[src/sv/cdda_pkg.sv]
// Package for the calendar date day adjuster: command and status types
// shared by the controller and the datapath, calendar constants and tables.
// Depends on nothing.
`timescale 1ns / 1ps

package cdda_pkg;

  localparam logic MODE_LOAD   = 1'b0;
  localparam logic MODE_ADJUST = 1'b1;

  localparam logic [3:0] MONTH_JAN = 4'd1;
  localparam logic [3:0] MONTH_FEB = 4'd2;
  localparam logic [3:0] MONTH_APR = 4'd4;
  localparam logic [3:0] MONTH_JUN = 4'd6;
  localparam logic [3:0] MONTH_SEP = 4'd9;
  localparam logic [3:0] MONTH_NOV = 4'd11;
  localparam logic [3:0] MONTH_DEC = 4'd12;

  localparam logic [13:0] YEAR_MIN      = 14'd1;
  localparam logic [13:0] YEAR_MAX      = 14'd9999;
  localparam logic [13:0] CENTURY_BASE  = 14'd2000;
  localparam logic [13:0] CENTURY_LIMIT = 14'd100;

  // Weekday sum bias and reciprocals: y/100 = (y*5243)>>19 and
  // s/7 = (s*18725)>>17 are exact for every value below 43690.
  localparam logic [14:0] WD_BIAS   = 15'd7000;
  localparam logic [12:0] RECIP_100 = 13'd5243;
  localparam int          SHIFT_100 = 19;
  localparam logic [14:0] RECIP_7   = 15'd18725;
  localparam int          SHIFT_7   = 17;

  typedef struct packed {
    logic capture;
    logic load_date;
    logic walk_init;
    logic walk_step;
    logic commit;
    logic wd1;
    logic wd2;
    logic wd3;
    logic wd4;
    logic out_load;
  } cdda_cmd_t;

  typedef struct packed {
    logic mode;
    logic is_valid;
    logic walk_fwd;
    logic walk_bwd;
  } cdda_status_t;

  // Days in a month; February has 29 days in years divisible by four.
  function automatic logic [4:0] month_len(input logic [3:0] month, input logic [13:0] year);
    logic [4:0] len;
    case (month)
      MONTH_FEB: len = (year[1:0] == 2'b00) ? 5'd29 : 5'd28;
      MONTH_APR, MONTH_JUN, MONTH_SEP, MONTH_NOV: len = 5'd30;
      default: len = 5'd31;
    endcase
    return len;
  endfunction

  // (31*m)/12 with m the month counted from March (January and February
  // are months 11 and 12 of the previous year).
  function automatic logic [4:0] month_term(input logic [3:0] month);
    logic [4:0] term;
    case (month)
      4'd1:    term = 5'd28;
      4'd2:    term = 5'd31;
      4'd3:    term = 5'd2;
      4'd4:    term = 5'd5;
      4'd5:    term = 5'd7;
      4'd6:    term = 5'd10;
      4'd7:    term = 5'd12;
      4'd8:    term = 5'd15;
      4'd9:    term = 5'd18;
      4'd10:   term = 5'd20;
      4'd11:   term = 5'd23;
      4'd12:   term = 5'd25;
      default: term = 5'd0;
    endcase
    return term;
  endfunction

endpackage

[src/sv/cdda_if.sv]
// Stream interfaces for the calendar date day adjuster: the item channel
// and the result channel, each with valid, ready and payload.
// Depends on nothing.
`timescale 1ns / 1ps

interface cdda_in_if;
  logic        valid;
  logic        ready;
  logic        mode;
  logic [4:0]  load_day;
  logic [3:0]  load_month;
  logic [13:0] load_year;
  logic signed [12:0] delta_days;

  modport source (output valid, mode, load_day, load_month, load_year, delta_days,
                  input ready);
  modport sink (input valid, mode, load_day, load_month, load_year, delta_days,
                output ready);
endinterface

interface cdda_out_if;
  logic        valid;
  logic        ready;
  logic [4:0]  out_day;
  logic [3:0]  out_month;
  logic [13:0] out_year;
  logic [2:0]  weekday;
  logic        date_valid;

  modport source (output valid, out_day, out_month, out_year, weekday, date_valid,
                  input ready);
  modport sink (input valid, out_day, out_month, out_year, weekday, date_valid,
                output ready);
endinterface

[src/sv/cdda_ctrl.sv]
// Controller of the calendar date day adjuster: sequences capture, load or
// month walk, the weekday steps and the result register handoff.
// Depends on cdda_pkg.
`timescale 1ns / 1ps

module cdda_ctrl (
  input  logic                  clk,
  input  logic                  rst_n,
  input  logic                  in_valid,
  output logic                  in_ready,
  output logic                  out_valid,
  input  logic                  out_ready,
  input  cdda_pkg::cdda_status_t status,
  output cdda_pkg::cdda_cmd_t    cmd
);

  typedef enum logic [2:0] {
    S_IDLE,
    S_START,
    S_WALK,
    S_WD1,
    S_WD2,
    S_WD3,
    S_WD4,
    S_OUT
  } state_t;

  state_t state_r;
  state_t state_nxt;
  logic   in_ready_r;
  logic   in_ready_nxt;
  logic   out_valid_r;
  logic   out_valid_nxt;
  logic   walk_busy;

  assign walk_busy = status.walk_fwd | status.walk_bwd;

  always_comb begin
    cmd           = '0;
    state_nxt     = state_r;
    in_ready_nxt  = in_ready_r;
    out_valid_nxt = out_valid_r & ~out_ready;
    case (state_r)
      S_IDLE: begin
        if (in_valid && in_ready_r) begin
          cmd.capture  = 1'b1;
          in_ready_nxt = 1'b0;
          state_nxt    = S_START;
        end
      end
      S_START: begin
        if (status.mode == cdda_pkg::MODE_LOAD) begin
          cmd.load_date = 1'b1;
          state_nxt     = S_WD1;
        end else if (status.is_valid) begin
          cmd.walk_init = 1'b1;
          state_nxt     = S_WALK;
        end else begin
          state_nxt = S_WD1;
        end
      end
      S_WALK: begin
        if (walk_busy) begin
          cmd.walk_step = 1'b1;
        end else begin
          cmd.commit = 1'b1;
          state_nxt  = S_WD1;
        end
      end
      S_WD1: begin
        cmd.wd1   = 1'b1;
        state_nxt = S_WD2;
      end
      S_WD2: begin
        cmd.wd2   = 1'b1;
        state_nxt = S_WD3;
      end
      S_WD3: begin
        cmd.wd3   = 1'b1;
        state_nxt = S_WD4;
      end
      S_WD4: begin
        cmd.wd4   = 1'b1;
        state_nxt = S_OUT;
      end
      S_OUT: begin
        // The result register is free when empty or being emptied this cycle.
        if (!out_valid_r || out_ready) begin
          cmd.out_load  = 1'b1;
          out_valid_nxt = 1'b1;
          in_ready_nxt  = 1'b1;
          state_nxt     = S_IDLE;
        end
      end
      default: begin
        state_nxt    = S_IDLE;
        in_ready_nxt = 1'b1;
      end
    endcase
  end

  always_ff @(posedge clk) begin
    if (!rst_n) begin
      state_r     <= S_IDLE;
      in_ready_r  <= 1'b1;
      out_valid_r <= 1'b0;
    end else begin
      state_r     <= state_nxt;
      in_ready_r  <= in_ready_nxt;
      out_valid_r <= out_valid_nxt;
    end
  end

  assign in_ready  = in_ready_r;
  assign out_valid = out_valid_r;

  a_one_item_at_a_time: assert property (@(posedge clk) disable iff (!rst_n)
    (in_valid && in_ready) |=> !in_ready)
    else $error("input accepted a second item while one is in work");

  a_result_presented: assert property (@(posedge clk) disable iff (!rst_n)
    cmd.out_load |=> out_valid)
    else $error("loaded result was not presented");

  a_drain_clears: assert property (@(posedge clk) disable iff (!rst_n)
    (out_valid && out_ready && !cmd.out_load) |=> !out_valid)
    else $error("result still valid after its transfer");

endmodule

[src/sv/cdda_dp.sv]
// Datapath of the calendar date day adjuster: the stored date, the load
// check, the month-by-month walk, the weekday steps and the result register.
// Depends on cdda_pkg.
`timescale 1ns / 1ps

module cdda_dp (
  input  logic                   clk,
  input  logic                   rst_n,
  input  cdda_pkg::cdda_cmd_t    cmd,
  output cdda_pkg::cdda_status_t status,
  input  logic                   mode,
  input  logic [4:0]             load_day,
  input  logic [3:0]             load_month,
  input  logic [13:0]            load_year,
  input  logic signed [12:0]     delta_days,
  output logic [4:0]             out_day,
  output logic [3:0]             out_month,
  output logic [13:0]            out_year,
  output logic [2:0]             weekday,
  output logic                   date_valid
);

  // Stored date.
  logic [4:0]  cur_day_r;
  logic [3:0]  cur_month_r;
  logic [13:0] cur_year_r;
  logic        is_valid_r;

  // Captured item.
  logic        mode_r;
  logic [4:0]  day_in_r;
  logic [3:0]  month_in_r;
  logic [13:0] year_in_r;
  logic signed [12:0] delta_r;

  // Walk registers.
  logic signed [13:0] c_r;
  logic [3:0]  m_r;
  logic [13:0] y_r;

  // Weekday step registers.
  logic [13:0] ya_r;
  logic [4:0]  mt_r;
  logic [6:0]  q100_r;
  logic [14:0] sum_r;
  logic [11:0] q7_r;

  // Result register.
  logic [4:0]  out_day_r;
  logic [3:0]  out_month_r;
  logic [13:0] out_year_r;
  logic [2:0]  weekday_r;
  logic        date_valid_r;

  logic [13:0] load_year_adj;
  logic        load_ok;
  logic signed [13:0] c_init;
  logic [4:0]  len_cur;
  logic [3:0]  month_next;
  logic [13:0] year_next;
  logic [3:0]  month_prev;
  logic [13:0] year_prev;
  logic [4:0]  len_prev;
  logic        walk_fwd;
  logic        walk_bwd;
  logic        year_ok;
  logic        early_month;
  logic [26:0] prod100;
  logic [14:0] sum_nxt;
  logic [29:0] prod7;
  logic [14:0] rem;

  assign load_year_adj = (year_in_r < cdda_pkg::CENTURY_LIMIT) ?
                         (year_in_r + cdda_pkg::CENTURY_BASE) : year_in_r;
  assign load_ok = (load_year_adj >= cdda_pkg::YEAR_MIN) &&
                   (load_year_adj <= cdda_pkg::YEAR_MAX) &&
                   (month_in_r >= cdda_pkg::MONTH_JAN) &&
                   (month_in_r <= cdda_pkg::MONTH_DEC) &&
                   (day_in_r != 5'd0) &&
                   (day_in_r <= cdda_pkg::month_len(month_in_r, load_year_adj));

  assign c_init = $signed({9'd0, cur_day_r}) + $signed({delta_r[12], delta_r});

  assign len_cur    = cdda_pkg::month_len(m_r, y_r);
  assign month_next = (m_r == cdda_pkg::MONTH_DEC) ? cdda_pkg::MONTH_JAN : (m_r + 4'd1);
  assign year_next  = (m_r == cdda_pkg::MONTH_DEC) ? (y_r + 14'd1) : y_r;
  assign month_prev = (m_r == cdda_pkg::MONTH_JAN) ? cdda_pkg::MONTH_DEC : (m_r - 4'd1);
  assign year_prev  = (m_r == cdda_pkg::MONTH_JAN) ? (y_r - 14'd1) : y_r;
  assign len_prev   = cdda_pkg::month_len(month_prev, year_prev);

  // Forward steps always end with the count at one or more, so the backward
  // condition is only reached when the walk started below day one.
  assign walk_fwd = c_r > $signed({9'd0, len_cur});
  assign walk_bwd = !walk_fwd && (c_r < 14'sd1);
  assign year_ok  = (y_r >= cdda_pkg::YEAR_MIN) && (y_r <= cdda_pkg::YEAR_MAX);

  assign early_month = (cur_month_r <= cdda_pkg::MONTH_FEB);
  assign prod100 = {13'd0, ya_r} * {14'd0, cdda_pkg::RECIP_100};
  assign sum_nxt = cdda_pkg::WD_BIAS + {10'd0, cur_day_r} + {1'b0, ya_r} +
                   {3'd0, ya_r[13:2]} - {8'd0, q100_r} + {10'd0, q100_r[6:2]} +
                   {10'd0, mt_r};
  assign prod7 = {15'd0, sum_r} * {15'd0, cdda_pkg::RECIP_7};
  assign rem   = sum_r - ({q7_r, 3'd0} - {3'd0, q7_r});

  assign status.mode     = mode_r;
  assign status.is_valid = is_valid_r;
  assign status.walk_fwd = walk_fwd;
  assign status.walk_bwd = walk_bwd;

  always_ff @(posedge clk) begin
    if (!rst_n) begin
      cur_day_r   <= 5'd0;
      cur_month_r <= 4'd0;
      cur_year_r  <= 14'd0;
      is_valid_r  <= 1'b0;
    end else if (cmd.load_date) begin
      if (load_ok) begin
        cur_day_r   <= day_in_r;
        cur_month_r <= month_in_r;
        cur_year_r  <= load_year_adj;
        is_valid_r  <= 1'b1;
      end else begin
        cur_day_r   <= 5'd0;
        cur_month_r <= 4'd0;
        cur_year_r  <= 14'd0;
        is_valid_r  <= 1'b0;
      end
    end else if (cmd.commit) begin
      if (year_ok) begin
        cur_day_r   <= c_r[4:0];
        cur_month_r <= m_r;
        cur_year_r  <= y_r;
      end else begin
        cur_day_r   <= 5'd0;
        cur_month_r <= 4'd0;
        cur_year_r  <= 14'd0;
        is_valid_r  <= 1'b0;
      end
    end
  end

  always_ff @(posedge clk) begin
    if (cmd.capture) begin
      mode_r     <= mode;
      day_in_r   <= load_day;
      month_in_r <= load_month;
      year_in_r  <= load_year;
      delta_r    <= delta_days;
    end
    if (cmd.walk_init) begin
      c_r <= c_init;
      m_r <= cur_month_r;
      y_r <= cur_year_r;
    end else if (cmd.walk_step) begin
      if (walk_fwd) begin
        c_r <= c_r - $signed({9'd0, len_cur});
        m_r <= month_next;
        y_r <= year_next;
      end else begin
        c_r <= c_r + $signed({9'd0, len_prev});
        m_r <= month_prev;
        y_r <= year_prev;
      end
    end
    if (cmd.wd1) begin
      ya_r <= cur_year_r - {13'd0, early_month};
      mt_r <= cdda_pkg::month_term(cur_month_r);
    end
    if (cmd.wd2) begin
      q100_r <= prod100[cdda_pkg::SHIFT_100 +: 7];
    end
    if (cmd.wd3) begin
      sum_r <= sum_nxt;
    end
    if (cmd.wd4) begin
      q7_r <= prod7[cdda_pkg::SHIFT_7 +: 12];
    end
    if (cmd.out_load) begin
      out_day_r    <= is_valid_r ? cur_day_r : 5'd0;
      out_month_r  <= is_valid_r ? cur_month_r : 4'd0;
      out_year_r   <= is_valid_r ? cur_year_r : 14'd0;
      weekday_r    <= is_valid_r ? rem[2:0] : 3'd0;
      date_valid_r <= is_valid_r;
    end
  end

  assign out_day    = out_day_r;
  assign out_month  = out_month_r;
  assign out_year   = out_year_r;
  assign weekday    = weekday_r;
  assign date_valid = date_valid_r;

  a_invalid_is_zero: assert property (@(posedge clk) disable iff (!rst_n)
    !is_valid_r |-> (cur_day_r == 5'd0 && cur_month_r == 4'd0 && cur_year_r == 14'd0))
    else $error("invalid date holds nonzero fields");

  a_valid_in_range: assert property (@(posedge clk) disable iff (!rst_n)
    is_valid_r |-> (cur_day_r != 5'd0 && cur_month_r >= cdda_pkg::MONTH_JAN &&
                    cur_month_r <= cdda_pkg::MONTH_DEC &&
                    cur_year_r >= cdda_pkg::YEAR_MIN && cur_year_r <= cdda_pkg::YEAR_MAX))
    else $error("valid date out of range");

  a_store_held: assert property (@(posedge clk) disable iff (!rst_n)
    (!cmd.load_date && !cmd.commit) |=>
      ($stable(cur_day_r) && $stable(cur_month_r) && $stable(cur_year_r) &&
       $stable(is_valid_r)))
    else $error("stored date changed without a load or commit");

endmodule

[src/sv/calendar_date_day_adjuster_unit.sv]
// Top level of the calendar date day adjuster: joins the controller and the
// datapath to the item and result channels.
// Depends on cdda_pkg, cdda_if, cdda_ctrl and cdda_dp.
//
// Usage: each item on in_ch either loads a date (mode 0) or adds the signed
// delta_days to the stored date (mode 1). Every item gives exactly one result
// on out_ch: the stored date after the item, its valid flag and the day of
// week (0 is Sunday). Fields of an invalid date read as zero.
// A load, or an adjust of an invalid date, needs no walk. An adjust of a
// valid date walks month by month over every month boundary crossed (up
// to about 136 for the widest delta); the walk moves one month per cycle.
// The weekday then comes from two registered reciprocal multiplications.
// One item is in work at a time; in_ch.ready rises again as the result is
// written into the output register, so a new item is taken only after the
// previous item's result is written. If the receiver stalls, the result waits
// in that register and the next item is still accepted and worked on;
// it finishes only once that register is freed.
// Reset clears the stored date to invalid with all fields at zero and
// empties the output register.
`timescale 1ns / 1ps

module calendar_date_day_adjuster_unit (
  input logic         clk,
  input logic         rst_n,
  cdda_in_if.sink     in_ch,
  cdda_out_if.source  out_ch
);

  cdda_pkg::cdda_cmd_t    cmd;
  cdda_pkg::cdda_status_t status;

  cdda_ctrl u_ctrl (
    .clk       (clk),
    .rst_n     (rst_n),
    .in_valid  (in_ch.valid),
    .in_ready  (in_ch.ready),
    .out_valid (out_ch.valid),
    .out_ready (out_ch.ready),
    .status    (status),
    .cmd       (cmd)
  );

  cdda_dp u_dp (
    .clk        (clk),
    .rst_n      (rst_n),
    .cmd        (cmd),
    .status     (status),
    .mode       (in_ch.mode),
    .load_day   (in_ch.load_day),
    .load_month (in_ch.load_month),
    .load_year  (in_ch.load_year),
    .delta_days (in_ch.delta_days),
    .out_day    (out_ch.out_day),
    .out_month  (out_ch.out_month),
    .out_year   (out_ch.out_year),
    .weekday    (out_ch.weekday),
    .date_valid (out_ch.date_valid)
  );

endmodule

[src/flat_wrapper.sv]
// flat-port wrapper written by rule: the top's interface ports become plain ports
module calendar_date_day_adjuster_unit_flat 
  (clk, rst_n, in_ch_valid, in_ch_mode, in_ch_load_day, in_ch_load_month, in_ch_load_year, in_ch_delta_days, in_ch_ready, out_ch_valid, out_ch_out_day, out_ch_out_month, out_ch_out_year, out_ch_weekday, out_ch_date_valid, out_ch_ready);
  cdda_in_if in_ch_i ();
  cdda_out_if out_ch_i ();
  input logic clk;
  input logic rst_n;
  input wire logic [$bits(in_ch_i.valid)-1:0] in_ch_valid;
  input wire logic [$bits(in_ch_i.mode)-1:0] in_ch_mode;
  input wire logic [$bits(in_ch_i.load_day)-1:0] in_ch_load_day;
  input wire logic [$bits(in_ch_i.load_month)-1:0] in_ch_load_month;
  input wire logic [$bits(in_ch_i.load_year)-1:0] in_ch_load_year;
  input wire logic [$bits(in_ch_i.delta_days)-1:0] in_ch_delta_days;
  output wire logic [$bits(in_ch_i.ready)-1:0] in_ch_ready;
  output wire logic [$bits(out_ch_i.valid)-1:0] out_ch_valid;
  output wire logic [$bits(out_ch_i.out_day)-1:0] out_ch_out_day;
  output wire logic [$bits(out_ch_i.out_month)-1:0] out_ch_out_month;
  output wire logic [$bits(out_ch_i.out_year)-1:0] out_ch_out_year;
  output wire logic [$bits(out_ch_i.weekday)-1:0] out_ch_weekday;
  output wire logic [$bits(out_ch_i.date_valid)-1:0] out_ch_date_valid;
  input wire logic [$bits(out_ch_i.ready)-1:0] out_ch_ready;
  assign in_ch_i.valid = in_ch_valid;
  assign in_ch_i.mode = in_ch_mode;
  assign in_ch_i.load_day = in_ch_load_day;
  assign in_ch_i.load_month = in_ch_load_month;
  assign in_ch_i.load_year = in_ch_load_year;
  assign in_ch_i.delta_days = in_ch_delta_days;
  assign in_ch_ready = in_ch_i.ready;
  assign out_ch_valid = out_ch_i.valid;
  assign out_ch_out_day = out_ch_i.out_day;
  assign out_ch_out_month = out_ch_i.out_month;
  assign out_ch_out_year = out_ch_i.out_year;
  assign out_ch_weekday = out_ch_i.weekday;
  assign out_ch_date_valid = out_ch_i.date_valid;
  assign out_ch_i.ready = out_ch_ready;
  calendar_date_day_adjuster_unit u_core (.clk(clk), .rst_n(rst_n), .in_ch(in_ch_i), .out_ch(out_ch_i));
endmodule
[config.mk]
export PLATFORM = sky130hd
export DESIGN_NAME = calendar_date_day_adjuster_unit_flat
export DESIGN_NICKNAME = d
export VERILOG_FILES = /design/src/sv/cdda_pkg.sv /design/src/sv/cdda_if.sv /design/src/sv/cdda_ctrl.sv /design/src/sv/cdda_dp.sv /design/src/sv/calendar_date_day_adjuster_unit.sv /design/src/flat_wrapper.sv
export SDC_FILE = /design/constraint.sdc
export NUM_CORES = 1
export LEC_CHECK = 0
export BUFFER_PORTS_ARGS = -buffer_cell sky130_fd_sc_hd__clkbuf_2
export CAP_MARGIN = 20
export CORE_ASPECT_RATIO = 0.5
export CORE_UTILIZATION = 50
export DETAILED_ROUTE_END_ITERATION = 8
export PLACE_DENSITY = 0.67
export SLEW_MARGIN = 40
export SYNTH_ARGS = -nofsm -noshare
export SYNTH_HDL_FRONTEND = slang
export SYNTH_SLANG_ARGS = --single-unit
[constraint.sdc]
create_clock -name clk -period 10.5 [get_ports clk]
set_input_delay 2.625 -clock clk [delete_from_list [all_inputs] [get_ports clk]]
set_output_delay 2.625 -clock clk [all_outputs]
set_load 0.05 [all_outputs]
==> impl_metrics.tcl <==
set metrics [dict create \
    avgViaCountPerCell 5.53 \
    synth_ff_type "edfxtp_1" \
    num_antenna_cells 0 \
    clk_pin_slew_worst_paths_ns 0.08 \
    finalCritPeriodShare 0.500 \
    grt_pass1_wl_microns 56300 \
    synth_top_area_frac 0.274 \
    final_util 0.565 \
    avgSynthCellArea_sq_um 10.2 \
    clock-root-buffer "clkbuf_16" \
    gp_congestion 0.919 \
    hpwl_microns 27000 \
    fin_tns_setup_ns 0 \
    crit_type "reg2reg" \
    arrival_ns 5.45 \
    cts_setup_buffers 0 \
    drv_cap 0 \
    h-tree-depth 4 \
    synth_cells 1500 \
    syn_area_sq_um 15400 \
    hold_depth 1 \
    tightestPinTransition_ns 0.877 \
    cellPowerDensity_nw_per_um2 224 \
    crit_slowest_cell "edfxtp_1" \
    hold_violations 0 \
    max_freq_ghz 0.190 \
    drv_slew 0 \
    core_area_sq_um 29600 \
    yosysSeqAreaShare 0.312 \
    synth_edf_count 140 \
    fin_nets 1939 \
    ys_ff_latch 169 \
    min_from "u_core.u_dp.year_in_r[3]$_DFFE_PP_" \
    grt_pass1_vias 11000 \
    worst_path_most_repeated_cell "fa_1" \
    syn2layout_area_growth_pct 8.80 \
    hp-class "reg2reg" \
    placed_area_sq_um 16100 \
    status "finished clean" \
    drt_wl_total_microns 34000 \
    end_kind "flip-flop" \
    drive_gt1_frac 0.0891 \
    cts_buffers 17 \
    grt_usage 0.228 \
    synth.distinct_cells 67 \
    cp-start-kind "flip-flop" \
    layout_min_cycle_time_ns 5.25 \
    p_leak_uw 0.00771 \
    dpl.cell_count 1919 \
    cts_hold_buf 0 \
    cp.required_ns 10.70 \
    ios 70 \
    cts_resized 0 \
    synth_top_cell_by_area "edfxtp_1" \
    die_w_microns 250 \
    drtIter0Drc 631 \
    ant_nets 0 \
    path_max_fanout 8 \
    antenna_found_initial 0 \
    yosys_warnings 0 \
    cts_tree "built" \
    relSlewSlack 0.413 \
    worstReg2RegStart "u_core.u_dp.ya_r[12]$_DFFE_PN_" \
    grt_overflow 0 \
    yosysMostFrequentCell "inv_1" \
    rrSetupSlack_ns 5.25 \
    rsz0062_at_grt "no" \
    rows 44 \
    clock_sinks 169 \
    reg2reg_to "u_core.u_dp.q100_r[6]$_DFFE_PP_" \
    clk_latency_ns 0.46 \
    routed-via-count 10800 \
    die-area_sq_um 31500 \
    crit_chain "inv_1, ha_1, fa_1, fa_1, fa_1, inv_1, fa_1, inv_1, ha_1, nand2_1, a211o_1, or4_1, nand4_1, nand4_1, nand2_1, o211ai_1" \
    start_util 0.519 \
    synth_commonest_cells "269 x inv_1, 233 x ha_1, 140 x edfxtp_1" \
    setup_violations 0 \
    worstRegToRegCells 16 \
    synth_area_leaders "edfxtp_1 27%, ha_1 19%, fa_1 15%" \
    holdPathEnd "u_core.u_dp.cur_year_r[3]$_SDFFE_PN0P_" \
    ir_drop_v 0.000118 \
    wl_per_cell_microns 17.4 \
    drcViolationCount 0 \
    postLayoutCellArea_sq_um 16700 \
    grt_max_degree 58 \
    io_buffers 69 \
    fin_skew_ns 0.0154 \
    cpPeakStageDelay_ns 0.60 \
    syn-num-nets 1892 \
    die_h_microns 126 \
    final_cells 1951 \
    synthArstFlopShare 0 \
    clock_path_buffers 2 \
    first_pass_iters 5 \
]
[metrics by stage]
step                      setup slack [ns]  total power [uW]  hold slack, ns
after global routing                  4.91              4120           0.501
after CTS                             5.23              3770           0.482
final                                 5.25              3740           0.477
after global placement                5.33              3000           0.464
after floorplan                       3.67              2550           0.428
after detailed placement              5.25              3070           0.467
[state kept, by name, indices dropped and copies added (netlist names), 13 cells and up]
| signal | flops |
|---|---|
| u_core.u_dp.sum_r | 15 |
| u_core.u_dp.y_r | 14 |
| u_core.u_dp.year_in_r | 14 |
| u_core.u_dp.c_r | 14 |
| u_core.u_dp.cur_year_r | 14 |
| u_core.u_dp.out_year | 14 |
| u_core.u_dp.ya_r | 14 |
| u_core.u_dp.delta_r | 13 |
[worst max-delay path: cells and delay by family, from the launching register on]
family | cells | cell delay, ns
adders and majority gates | 6 | 2.71
and+or+nand+nor | 5 | 1.05
DFF | 1 | 0.60
AOI/OAI and AO/OA | 2 | 0.33
buffers and inverters | 3 | 0.30
[cell families after synthesis]
family | count (synthesis) | share of synthesized area
flip-flops | 169 | 0.312
adder cells (fa/ha/maj) | 351 | 0.344
AND/OR/NAND/NOR | 339 | 0.112
multiplexers | 13 | 0.00872
XOR/XNOR | 76 | 0.0433
buffers and inverters | 318 | 0.0786
AO/OA/AOI/OAI | 234 | 0.102
[worst max path at each step]
| stage | from | endpoint |
|---|---|---|
| final | u_core.u_dp.ya_r[12]$_DFFE_PN_ | u_core.u_dp.q100_r[6]$_DFFE_PP_ |
| after global routing | u_core.u_dp.ya_r[12]$_DFFE_PN_ | u_core.u_dp.q100_r[6]$_DFFE_PP_ |
| after CTS | u_core.u_dp.ya_r[12]$_DFFE_PN_ | u_core.u_dp.q100_r[6]$_DFFE_PP_ |
| after detailed placement | u_core.u_dp.ya_r[11]$_DFFE_PN_ | u_core.u_dp.q100_r[6]$_DFFE_PP_ |
| after global placement | u_core.u_dp.ya_r[8]$_DFFE_PN_ | u_core.u_dp.q100_r[6]$_DFFE_PP_ |
| after floorplan | in_ch_valid | u_core.u_dp.day_in_r[0]$_DFFE_PP_ |
[cells in the final DEF (no fill, tap or decap), drive strengths merged, types with 33 or more instances in the layout]
cell type  synthesis  final
inv              269    278
ha               233    233
edfxtp           140    140
fa               118    118
clkbuf            41     88
nor2              75     75
nand2             71     71
a21oi             62     62
o21ai             52     52
xnor2             50     50
nand3             48     48
and2              33     33
[cell type report]
cell class / count / area (sq um)
fillers: 2512 / 12900
multi-input cells: 1013 / 9400
inverters: 269 / 1010
flip-flops and latches: 169 / 4780
clock buffers: 19 / 443
well taps: 391 / 489
repair buffers: 77 / 405
clock inverters: 13 / 175
[routing by layer]
layer	wire (microns)	vias up	track usage	share of wire
li1	-	5228	-	-
met1	16200	5308	0.310	0.48
met2	15900	220	0.379	0.47
met3	1540	30	0.0463	0.045
met4	371	0	0.0490	0.011
met5	0	-	0	0
[power breakdown]
part / switching, uW / internal [uW]
Clock: 309 / 370
Combinational: 1180 / 872
Sequential: 112 / 900
Note: power is estimated with default switching activity, not from simulation.
